===== src/rtl/core/dps_pkg.sv =====
package dps_pkg;

    // Command codes
    localparam logic [1:0] CMD_OFFER  = 2'd0;
    localparam logic [1:0] CMD_TICK   = 2'd1;
    localparam logic [1:0] CMD_LINK   = 2'd2;

    // Packet kinds
    localparam logic [2:0] KIND_LOG     = 3'd0;
    localparam logic [2:0] KIND_TELEM   = 3'd1;
    localparam logic [2:0] KIND_REPORT  = 3'd2;
    localparam logic [2:0] KIND_PICTURE = 3'd3;

    // Offer status codes
    localparam logic [2:0] ST_STORED     = 3'd0;
    localparam logic [2:0] ST_FULL       = 3'd1;
    localparam logic [2:0] ST_TOO_BIG    = 3'd2;
    localparam logic [2:0] ST_BAD_REPORT = 3'd3;
    localparam logic [2:0] ST_IGNORED    = 3'd4;
    localparam logic [2:0] ST_NOT_OFFER  = 3'd5;

    // Grant sources
    localparam logic [2:0] SRC_NONE    = 3'd0;
    localparam logic [2:0] SRC_LOG     = 3'd1;
    localparam logic [2:0] SRC_TELEM   = 3'd2;
    localparam logic [2:0] SRC_PICTURE = 3'd3;
    localparam logic [2:0] SRC_REPORT  = 3'd4;

    // Configuration register indexes
    localparam logic [1:0] REG_FORCE_INTERVAL = 2'd0;
    localparam logic [1:0] REG_REPORT_SIZE    = 2'd1;
    localparam logic [1:0] REG_PICTURE_MAX    = 2'd2;

    // Configuration reset values
    localparam logic [15:0] FORCE_INTERVAL_RST = 16'd20;
    localparam logic [7:0]  REPORT_SIZE_RST    = 8'd64;
    localparam logic [7:0]  PICTURE_MAX_RST    = 8'd250;

    typedef struct packed {
        logic       put;
        logic       get;
        logic [7:0] size;
    } t_ring_ctl;

    typedef struct packed {
        logic       full;
        logic       empty;
        logic [2:0] wr_slot;
        logic [2:0] rd_slot;
        logic [7:0] head_size;
    } t_ring_stat;

endpackage


===== src/rtl/core/dps_ram.sv =====
module dps_ram #(
    parameter int WIDTH = 8,
    parameter int DEPTH = 8
) (
    input  logic                     i_clk,
    input  logic                     i_wr_en,
    input  logic [$clog2(DEPTH)-1:0] i_wr_addr,
    input  logic [WIDTH-1:0]         i_wr_data,
    input  logic [$clog2(DEPTH)-1:0] i_rd_addr,
    output logic [WIDTH-1:0]         o_rd_data
);

    logic [WIDTH-1:0] r_mem [DEPTH];
    logic [WIDTH-1:0] r_rd_data;

    always_ff @(posedge i_clk) begin
        if (i_wr_en) begin
            r_mem[i_wr_addr] <= i_wr_data;
        end
        r_rd_data <= r_mem[i_rd_addr];
    end

    assign o_rd_data = r_rd_data;

endmodule


===== src/rtl/core/dps_ring.sv =====
module dps_ring #(
    parameter int SLOTS = 8
) (
    input  logic                  i_clk,
    input  logic                  i_rst_n,
    input  dps_pkg::t_ring_ctl    i_ctl,
    output dps_pkg::t_ring_stat   o_stat
);

    localparam int IW = $clog2(SLOTS);
    localparam logic [IW-1:0] LAST = IW'(SLOTS - 1);

    logic [IW-1:0] r_wr;
    logic [IW-1:0] r_rd;
    logic [IW-1:0] n_wr;
    logic [IW-1:0] n_rd;
    logic [IW-1:0] wr_inc;
    logic [IW-1:0] rd_inc;
    logic          full;
    logic          empty;
    logic          wr_en;
    logic          r_byp_hit;
    logic [7:0]    r_byp_data;
    logic [7:0]    ram_q;
    logic [IW+2:0] wr_ext;
    logic [IW+2:0] rd_ext;

    assign wr_inc = (r_wr == LAST) ? '0 : r_wr + 1'b1;
    assign rd_inc = (r_rd == LAST) ? '0 : r_rd + 1'b1;
    assign full   = (wr_inc == r_rd);
    assign empty  = (r_wr == r_rd);
    assign wr_en  = i_ctl.put && !full;
    assign n_wr   = wr_en ? wr_inc : r_wr;
    assign n_rd   = (i_ctl.get && !empty) ? rd_inc : r_rd;

    always_ff @(posedge i_clk) begin
        if (!i_rst_n) begin
            r_wr      <= '0;
            r_rd      <= '0;
            r_byp_hit <= 1'b0;
        end else begin
            r_wr      <= n_wr;
            r_rd      <= n_rd;
            r_byp_hit <= wr_en && (r_wr == n_rd);
        end
        r_byp_data <= i_ctl.size;
    end

    // Read the next head every cycle; forward a write landing on it
    dps_ram #(
        .WIDTH (8),
        .DEPTH (SLOTS)
    ) u_ram (
        .i_clk     (i_clk),
        .i_wr_en   (wr_en),
        .i_wr_addr (r_wr),
        .i_wr_data (i_ctl.size),
        .i_rd_addr (n_rd),
        .o_rd_data (ram_q)
    );

    assign wr_ext = {3'b000, r_wr};
    assign rd_ext = {3'b000, r_rd};

    assign o_stat.full      = full;
    assign o_stat.empty     = empty;
    assign o_stat.wr_slot   = wr_ext[2:0];
    assign o_stat.rd_slot   = rd_ext[2:0];
    assign o_stat.head_size = r_byp_hit ? r_byp_data : ram_q;

endmodule


===== src/rtl/core/downlink_priority_scheduler_top.sv =====
// Downlink priority scheduler: keeps size descriptors for log and telemetry
// packets in two rings (each holds SLOTS-1 items) and single overwrite slots
// for report and picture packets. Offer items return a status and the slot
// to write the payload into; tick items grant at most one packet while the
// link is free, in order overdue report, log, telemetry, picture, report.
// The decision for each item is made in the accept cycle and lands in the
// output register, so with no downstream stall one item is taken every
// clock. The ring head size comes from a registered-read RAM that is
// pre-read at the next head address. Configuration writes are always
// ready and take effect on the following item.
module downlink_priority_scheduler_top #(
    parameter int LOG_SLOTS        = 8,
    parameter int TELEM_SLOTS      = 8,
    parameter int MAX_PACKET_BYTES = 250
) (
    input  logic        i_clk,
    input  logic        i_rst_n,
    input  logic        i_valid,
    output logic        o_stall,
    input  logic [1:0]  i_cmd,
    input  logic [2:0]  i_packet_kind,
    input  logic [9:0]  i_packet_size,
    input  logic [31:0] i_now_seconds,
    input  logic        i_link_free,
    output logic        o_valid,
    input  logic        i_stall,
    output logic [2:0]  o_offer_status,
    output logic [2:0]  o_store_slot,
    output logic [2:0]  o_grant_source,
    output logic [2:0]  o_grant_slot,
    output logic [7:0]  o_grant_size,
    output logic        o_grant_forced,
    output logic        o_ask_next_picture,
    input  logic        i_cfg_valid,
    output logic        o_cfg_ready,
    input  logic [1:0]  i_cfg_index,
    input  logic [15:0] i_cfg_data
);

    localparam logic [9:0] MAX_BYTES = 10'(MAX_PACKET_BYTES);

    logic [15:0] r_force_interval;
    logic [7:0]  r_report_size;
    logic [7:0]  r_picture_max;

    logic        r_picture_pending;
    logic [7:0]  r_picture_bytes;
    logic        r_report_pending;
    logic [31:0] r_last_report;
    logic        r_radio_free;

    logic        n_picture_pending;
    logic [7:0]  n_picture_bytes;
    logic        n_report_pending;
    logic [31:0] n_last_report;
    logic        n_radio_free;

    logic        r_out_valid;
    logic [2:0]  r_status;
    logic [2:0]  r_store_slot;
    logic [2:0]  r_source;
    logic [2:0]  r_grant_slot;
    logic [7:0]  r_grant_size;
    logic        r_forced;
    logic        r_ask;

    logic [2:0]  n_status;
    logic [2:0]  n_store_slot;
    logic [2:0]  n_source;
    logic [2:0]  n_grant_slot;
    logic [7:0]  n_grant_size;
    logic        n_forced;
    logic        n_ask;

    logic        accept;
    logic        overdue;
    logic [31:0] age;

    dps_pkg::t_ring_ctl  log_ctl;
    dps_pkg::t_ring_ctl  telem_ctl;
    dps_pkg::t_ring_stat log_stat;
    dps_pkg::t_ring_stat telem_stat;

    assign o_stall     = r_out_valid && i_stall;
    assign accept      = i_valid && !o_stall;
    assign o_cfg_ready = 1'b1;

    assign age     = i_now_seconds - r_last_report;
    assign overdue = r_report_pending && (age > {16'd0, r_force_interval});

    always_comb begin
        n_status          = dps_pkg::ST_NOT_OFFER;
        n_store_slot      = 3'd0;
        n_source          = dps_pkg::SRC_NONE;
        n_grant_slot      = 3'd0;
        n_grant_size      = 8'd0;
        n_forced          = 1'b0;
        n_ask             = 1'b0;
        n_picture_pending = r_picture_pending;
        n_picture_bytes   = r_picture_bytes;
        n_report_pending  = r_report_pending;
        n_last_report     = r_last_report;
        n_radio_free      = r_radio_free;
        log_ctl.put       = 1'b0;
        log_ctl.get       = 1'b0;
        log_ctl.size      = i_packet_size[7:0];
        telem_ctl.put     = 1'b0;
        telem_ctl.get     = 1'b0;
        telem_ctl.size    = i_packet_size[7:0];

        case (i_cmd)
            dps_pkg::CMD_OFFER: begin
                if (i_packet_size > MAX_BYTES) begin
                    n_status = dps_pkg::ST_TOO_BIG;
                end else begin
                    case (i_packet_kind)
                        dps_pkg::KIND_LOG: begin
                            if (log_stat.full) begin
                                n_status = dps_pkg::ST_FULL;
                            end else begin
                                n_status     = dps_pkg::ST_STORED;
                                n_store_slot = log_stat.wr_slot;
                                log_ctl.put  = accept;
                            end
                        end
                        dps_pkg::KIND_TELEM: begin
                            if (telem_stat.full) begin
                                n_status = dps_pkg::ST_FULL;
                            end else begin
                                n_status      = dps_pkg::ST_STORED;
                                n_store_slot  = telem_stat.wr_slot;
                                telem_ctl.put = accept;
                            end
                        end
                        dps_pkg::KIND_REPORT: begin
                            if (i_packet_size == {2'b00, r_report_size}) begin
                                n_status         = dps_pkg::ST_STORED;
                                n_report_pending = 1'b1;
                            end else begin
                                n_status = dps_pkg::ST_BAD_REPORT;
                            end
                        end
                        dps_pkg::KIND_PICTURE: begin
                            if (i_packet_size <= {2'b00, r_picture_max}) begin
                                n_status          = dps_pkg::ST_STORED;
                                n_picture_pending = 1'b1;
                                n_picture_bytes   = i_packet_size[7:0];
                            end else begin
                                n_status = dps_pkg::ST_TOO_BIG;
                            end
                        end
                        default: begin
                            n_status = dps_pkg::ST_IGNORED;
                        end
                    endcase
                end
            end
            dps_pkg::CMD_TICK: begin
                if (r_radio_free) begin
                    if (overdue) begin
                        n_source         = dps_pkg::SRC_REPORT;
                        n_grant_size     = r_report_size;
                        n_forced         = 1'b1;
                        n_report_pending = 1'b0;
                        n_last_report    = i_now_seconds;
                    end else if (!log_stat.empty) begin
                        n_source     = dps_pkg::SRC_LOG;
                        n_grant_slot = log_stat.rd_slot;
                        n_grant_size = log_stat.head_size;
                        log_ctl.get  = accept;
                    end else if (!telem_stat.empty) begin
                        n_source      = dps_pkg::SRC_TELEM;
                        n_grant_slot  = telem_stat.rd_slot;
                        n_grant_size  = telem_stat.head_size;
                        telem_ctl.get = accept;
                    end else if (r_picture_pending) begin
                        n_source          = dps_pkg::SRC_PICTURE;
                        n_grant_size      = r_picture_bytes;
                        n_ask             = 1'b1;
                        n_picture_pending = 1'b0;
                    end else if (r_report_pending) begin
                        n_source         = dps_pkg::SRC_REPORT;
                        n_grant_size     = r_report_size;
                        n_report_pending = 1'b0;
                        n_last_report    = i_now_seconds;
                    end
                end
            end
            dps_pkg::CMD_LINK: begin
                n_radio_free = i_link_free;
            end
            default: begin
                n_status = dps_pkg::ST_NOT_OFFER;
            end
        endcase
    end

    dps_ring #(
        .SLOTS (LOG_SLOTS)
    ) u_log_ring (
        .i_clk   (i_clk),
        .i_rst_n (i_rst_n),
        .i_ctl   (log_ctl),
        .o_stat  (log_stat)
    );

    dps_ring #(
        .SLOTS (TELEM_SLOTS)
    ) u_telem_ring (
        .i_clk   (i_clk),
        .i_rst_n (i_rst_n),
        .i_ctl   (telem_ctl),
        .o_stat  (telem_stat)
    );

    always_ff @(posedge i_clk) begin
        if (!i_rst_n) begin
            r_force_interval  <= dps_pkg::FORCE_INTERVAL_RST;
            r_report_size     <= dps_pkg::REPORT_SIZE_RST;
            r_picture_max     <= dps_pkg::PICTURE_MAX_RST;
            r_picture_pending <= 1'b0;
            r_picture_bytes   <= 8'd0;
            r_report_pending  <= 1'b0;
            r_last_report     <= 32'd0;
            r_radio_free      <= 1'b1;
            r_out_valid       <= 1'b0;
        end else begin
            if (i_cfg_valid) begin
                case (i_cfg_index)
                    dps_pkg::REG_FORCE_INTERVAL: r_force_interval <= i_cfg_data;
                    dps_pkg::REG_REPORT_SIZE:    r_report_size    <= i_cfg_data[7:0];
                    dps_pkg::REG_PICTURE_MAX:    r_picture_max    <= i_cfg_data[7:0];
                    default: begin
                        // drop writes beyond the register list
                    end
                endcase
            end
            if (accept) begin
                r_picture_pending <= n_picture_pending;
                r_picture_bytes   <= n_picture_bytes;
                r_report_pending  <= n_report_pending;
                r_last_report     <= n_last_report;
                r_radio_free      <= n_radio_free;
                r_out_valid       <= 1'b1;
            end else if (!i_stall) begin
                r_out_valid <= 1'b0;
            end
        end
    end

    always_ff @(posedge i_clk) begin
        if (accept) begin
            r_status     <= n_status;
            r_store_slot <= n_store_slot;
            r_source     <= n_source;
            r_grant_slot <= n_grant_slot;
            r_grant_size <= n_grant_size;
            r_forced     <= n_forced;
            r_ask        <= n_ask;
        end
    end

    assign o_valid            = r_out_valid;
    assign o_offer_status     = r_status;
    assign o_store_slot       = r_store_slot;
    assign o_grant_source     = r_source;
    assign o_grant_slot       = r_grant_slot;
    assign o_grant_size       = r_grant_size;
    assign o_grant_forced     = r_forced;
    assign o_ask_next_picture = r_ask;

`ifndef SYNTH
    a_forced_is_report: assert property (@(posedge i_clk) disable iff (!i_rst_n)
        o_valid && o_grant_forced |-> o_grant_source == dps_pkg::SRC_REPORT)
        else $error("forced grant from a source other than report");

    a_grant_not_offer: assert property (@(posedge i_clk) disable iff (!i_rst_n)
        o_valid && (o_grant_source != dps_pkg::SRC_NONE)
        |-> o_offer_status == dps_pkg::ST_NOT_OFFER)
        else $error("grant reported on an offer item");

    a_report_cleared: assert property (@(posedge i_clk) disable iff (!i_rst_n)
        accept && (i_cmd == dps_pkg::CMD_TICK) && (n_source == dps_pkg::SRC_REPORT)
        |=> !r_report_pending && (r_last_report == $past(i_now_seconds)))
        else $error("granted report still pending");

    a_ring_sane: assert property (@(posedge i_clk) disable iff (!i_rst_n)
        !(log_stat.full && log_stat.empty) && !(telem_stat.full && telem_stat.empty))
        else $error("ring both full and empty");
`endif

endmodule


===== config.mk =====
export PLATFORM = sky130hd
export DESIGN_NAME = downlink_priority_scheduler_top
export DESIGN_NICKNAME = d
export VERILOG_FILES = /design/src/rtl/core/dps_pkg.sv /design/src/rtl/core/dps_ram.sv /design/src/rtl/core/dps_ring.sv /design/src/rtl/core/downlink_priority_scheduler_top.sv
export SDC_FILE = /design/constraint.sdc
export NUM_CORES = 1
export LEC_CHECK = 0
export BUFFER_PORTS_ARGS = -buffer_cell sky130_fd_sc_hd__buf_2
export CAP_MARGIN = 30
export CORE_AREA = 3 3 193 195
export DETAILED_ROUTE_END_ITERATION = 8
export DIE_AREA = 0 0 196 198
export HOLD_SLACK_MARGIN = 0.05
export PLACE_DENSITY = 0.56
export SYNTH_ARGS = -nofsm -noshare
export SYNTH_HDL_FRONTEND = slang
export SYNTH_SLANG_ARGS = --single-unit

===== constraint.sdc =====
create_clock -name i_clk -period 14.3 [get_ports i_clk]
set_input_delay 1.43 -clock i_clk [delete_from_list [all_inputs] [get_ports i_clk]]
set_output_delay 1.43 -clock i_clk [all_outputs]
set_load 0.005 [all_outputs]

==> results.sh <==
export IMPL_ys_warn_count=0
export IMPL_place_area_mm2=0.0151
export IMPL_regToRegSetupSlack_ns=7.99
export IMPL_grt_met2_usage=0.293
export IMPL_cp_start_kind="input pin"
export IMPL_clockRootBuffer="sky130_fd_sc_hd__clkbuf_16"
export IMPL_global_route_met3_usage=0.0320
export IMPL_postSynthAreaPerCell_um2=10.0
export IMPL_worstPathBufferInverterCount=1
export IMPL_cts_tree="built"
export IMPL_ctsHoldBuffers=0
export IMPL_drive_above_1_share=0.134
export IMPL_synth_top_flop_cell="sky130_fd_sc_hd__edfxtp_1"
export IMPL_grt_pass1_vias=10604
export IMPL_synth_top_area_frac=0.316
export IMPL_cts_max_level=1
export IMPL_worst_path_max_delay_cell="sky130_fd_sc_hd__o2111a_1"
export IMPL_critPathArrivalTime_ns=7.35
export IMPL_worstMarginPinSlew_ns=0.968
export IMPL_coreArea_mm2=0.0356
export IMPL_yosysTopAreaCell="sky130_fd_sc_hd__edfxtp_1"
export IMPL_boundaryPins=96
export IMPL_place_hpwl_um=27500
export IMPL_crit_path_max_fanout=34
export IMPL_avgViaCountPerCell=5.58
export IMPL_yosys_area_share_adder=0.0567
export IMPL_critical_path_max_stage_delay_ns=0.85
export IMPL_setup_violations=0
export IMPL_synth_edff_count=150
export IMPL_cap_violations=0
export IMPL_synthArstFlopShare=0
export IMPL_synth_area_mm2=0.0142
export IMPL_port_buffers=94
export IMPL_critical_path_sink_type="flop"
export IMPL_synth_area_mux_share=0.0469
export IMPL_n_fill_cell=3400
export IMPL_cts_buffers=30
export IMPL_final_period_utilization=0.485
export IMPL_syn_nets=1559
export IMPL_finish_net_count=1629
export IMPL_dieArea_mm2=0.0388
export IMPL_period_needed_ns=6.93
export IMPL_syn2layout_area_growth_pct=13.6
export IMPL_peakVddDrop_mv=0.0754
export IMPL_final_setup_tns_ns=0
export IMPL_timing_worst_setup_path_type="in2reg"
export IMPL_synth_compound_gate_area_share=0.190
export IMPL_num_vias=11057
export IMPL_required_ns=14.72
export IMPL_cts_reportedPaths_clkPinSlew_ns=0.06
export IMPL_route_final_wire_length_um=39300
export IMPL_synth_top_family_by_area="compound AO/OA/AOI/OAI gates"
export IMPL_footprint_of_the_flip_flops_and_latches_mm2=0.00679
export IMPL_global_route_usage_met1=0.301
export IMPL_synth_xor_xnor_area_share=0.0252
export IMPL_clockBufferDepth=3
export IMPL_std_cell_rows=69
export IMPL_crit_chain="buf_2, ha_1, and2_1, a221o_1, or2_2, and2_1, o21ai_0, nand2_1, a21oi_1, o21bai_1, xnor2_1, ha_1, a21o_1, nand3_1, a21oi_1, a211oi_1, a22o_1, and4_1, nand4_1, and4b_1, o2111a_1, nor2_4, mux2i_1, a2111oi_1"
export IMPL_place_gp_congestion=0.876
export IMPL_outcome="complete, no violations"
export IMPL_route_detailed_wl_per_inst_um=19.8
export IMPL_yosysMostFrequentCell="sky130_fd_sc_hd__edfxtp_1"
export IMPL_p_leak_nw=5.98
export IMPL_ys_seq_area_frac=0.476
export IMPL_cts_num_sinks=264
export IMPL_globalRouteOverflowTotal=0
export IMPL_post_cts_setup_buffers=0
export IMPL_grt_start_max_net_pins=91
export IMPL_fp_dieW_um=196
export IMPL_grt_setup_unrepaired="false"
export IMPL_ys_types=87
export IMPL_firstDrtPassIters=5
export IMPL_hp_class="reg2reg"
export IMPL_finalInstanceArea_mm2=0.0162
export IMPL_worst_slew_margin_rel=0.353
export IMPL_grt_total_usage=0.199
export IMPL_drtIter0Drc=1008
export IMPL_ys_top_cells_by_area="sky130_fd_sc_hd__edfxtp_1 (32%), sky130_fd_sc_hd__dfxtp_1 (16%), sky130_fd_sc_hd__ha_1 (5.5%), sky130_fd_sc_hd__mux2i_1 (4.4%), sky130_fd_sc_hd__a21oi_1 (4.1%)"
export IMPL_grt_busiest_layer="met1"
export IMPL_post_synth_most_frequent_cells="sky130_fd_sc_hd__edfxtp_1 (150), sky130_fd_sc_hd__a21oi_1 (117), sky130_fd_sc_hd__dfxtp_1 (114)"
export IMPL_post_route_drc_count=0
export IMPL_die_ht_um=198
export IMPL_max_freq_mhz=144
export IMPL_start_util=0.400
export IMPL_cts_resized_gates=0
export IMPL_hold_fails_final_rpt=0
export IMPL_clk_latency_ns=0.58
export IMPL_p_per_area_mw_per_mm2=109
export IMPL_multi_input_comb_area_mm2=0.00676
export IMPL_category_of_cells_accounting_for_the_largest_share_of_critical_path_delay="compound AO/OA/AOI/OAI gates"
export IMPL_synth_ff_latch_count=264
export IMPL_clock_skew_final_ns=0.00946
export IMPL_synth_area_in_simple_gates=0.153
export IMPL_syn_inst=1424
export IMPL_power_mw=1.76
export IMPL_initial_antenna_violation_count=0
export IMPL_final_max_slew_violation_count=0
export IMPL_grt_pass1_wl_um=61400
export IMPL_drt_antenna_violating_nets=0
## kinds of logic (layout without fill, tap and decap cells)
family	count (synthesis)	count (layout)
DFF	264	264
AOI/OAI and AO/OA	395	395
buffers and inverters	174	268
other	1	3
and+or+nand+nor	419	419
adders and majority gates	64	64
xor gates and xnor gates	41	41
muxes	66	66
## report_power, final
part	internal, mW	leakage, nW	switching (mW)	total (mW)
clock network	0.474	0.509	0.320	0.794
registers	0.810	2.30	0.00543	0.816
logic	0.0578	3.17	0.0917	0.150
total	1.34	5.98	0.417	1.76
## layout by cell type, fill, tap and decap left out, types with 6 or more instances in the layout
cell type                   count
sky130_fd_sc_hd__buf_4         19
sky130_fd_sc_hd__ha_1          63
sky130_fd_sc_hd__or2_2          7
sky130_fd_sc_hd__buf_2         96
sky130_fd_sc_hd__nand2b_1       6
sky130_fd_sc_hd__nand4_1       15
sky130_fd_sc_hd__nor2_1        85
sky130_fd_sc_hd__o32a_1        16
sky130_fd_sc_hd__nand3_1       43
sky130_fd_sc_hd__a21boi_0      19
sky130_fd_sc_hd__nor4_1        11
sky130_fd_sc_hd__a211oi_1      26
sky130_fd_sc_hd__o211ai_1      19
sky130_fd_sc_hd__mux2i_1       62
sky130_fd_sc_hd__xor2_1        17
sky130_fd_sc_hd__nor3_1        17
sky130_fd_sc_hd__nand2_1      109
sky130_fd_sc_hd__clkbuf_16     31
sky130_fd_sc_hd__a22oi_1        8
sky130_fd_sc_hd__o31ai_1        6
sky130_fd_sc_hd__dfxtp_1      114
sky130_fd_sc_hd__and2_1         9
sky130_fd_sc_hd__nor2b_1       64
sky130_fd_sc_hd__a21oi_1      117
sky130_fd_sc_hd__xnor2_1       24
sky130_fd_sc_hd__a31oi_1       10
sky130_fd_sc_hd__o21a_1        36
sky130_fd_sc_hd__clkbuf_8       8
sky130_fd_sc_hd__o21ai_0       56
sky130_fd_sc_hd__inv_1         94
sky130_fd_sc_hd__a21o_1        12
sky130_fd_sc_hd__a32o_1        16
sky130_fd_sc_hd__edfxtp_1     150
sky130_fd_sc_hd__a2111oi_1     10
sky130_fd_sc_hd__and3_1        12
## state kept, by name (all words and copies together), names as in the netlist, 8 cells and up
signal	cells
u_telem_ring.r_byp_data	8
u_log_ring.u_ram.r_mem	64
r_picture_bytes	8
o_grant_size	8
r_report_size	8
u_log_ring.u_ram.o_rd_data	8
u_telem_ring.u_ram.o_rd_data	8
r_force_interval	16
r_picture_max	8
u_telem_ring.u_ram.r_mem	64
r_last_report	32
## through the flow
stage	utilization	std cells	setup slack, ns	hold WS, ns
after floorplan	-	1424	8.16	0.443
after global placement	0.424	1919	7.18	0.457
after detailed placement	0.426	1923	6.86	0.461
after CTS	0.455	1979	7.42	0.469
after global routing	0.455	1979	6.96	0.486
final	0.455	1981	7.37	0.466
## metal layers
metal | share of wire | routed length, um
met1 | 0.49 | 19200
met2 | 0.43 | 16700
met3 | 0.062 | 2430
met4 | 0.024 | 930
met5 | 0 | 0
## tightest hold or removal path: stages, from the launching register on
cell                       delay, ns
sky130_fd_sc_hd__dfxtp_1        0.30
sky130_fd_sc_hd__nand2_1        0.05
sky130_fd_sc_hd__a21boi_0       0.06
## final timing paths
path | to | depth (start not counted) | from
worst max-delay path | u_log_ring.u_ram.o_rd_data[5]$_DFF_P_ | 24 | i_now_seconds[3]
worst min-delay path | r_force_interval[1]$_SDFFE_PN0P_ | 2 | r_force_interval[1]$_SDFFE_PN0P_
worst max register to register | u_log_ring.u_ram.o_rd_data[5]$_DFF_P_ | 24 | r_last_report[3]$_SDFFE_PN0P_
worst min register to register | r_force_interval[1]$_SDFFE_PN0P_ | 2 | r_force_interval[1]$_SDFFE_PN0P_
## final cells by class
type,count,area share
diodes,2,0.000309
inverters,95,0.0220
flip-flops and latches,264,0.419
repair buffers,117,0.0409
multi-input cells,986,0.417
clock inverters,13,0.00881
clock buffers,43,0.0557
well taps,461,0.0356
Power figures use the tool's default switching activity.
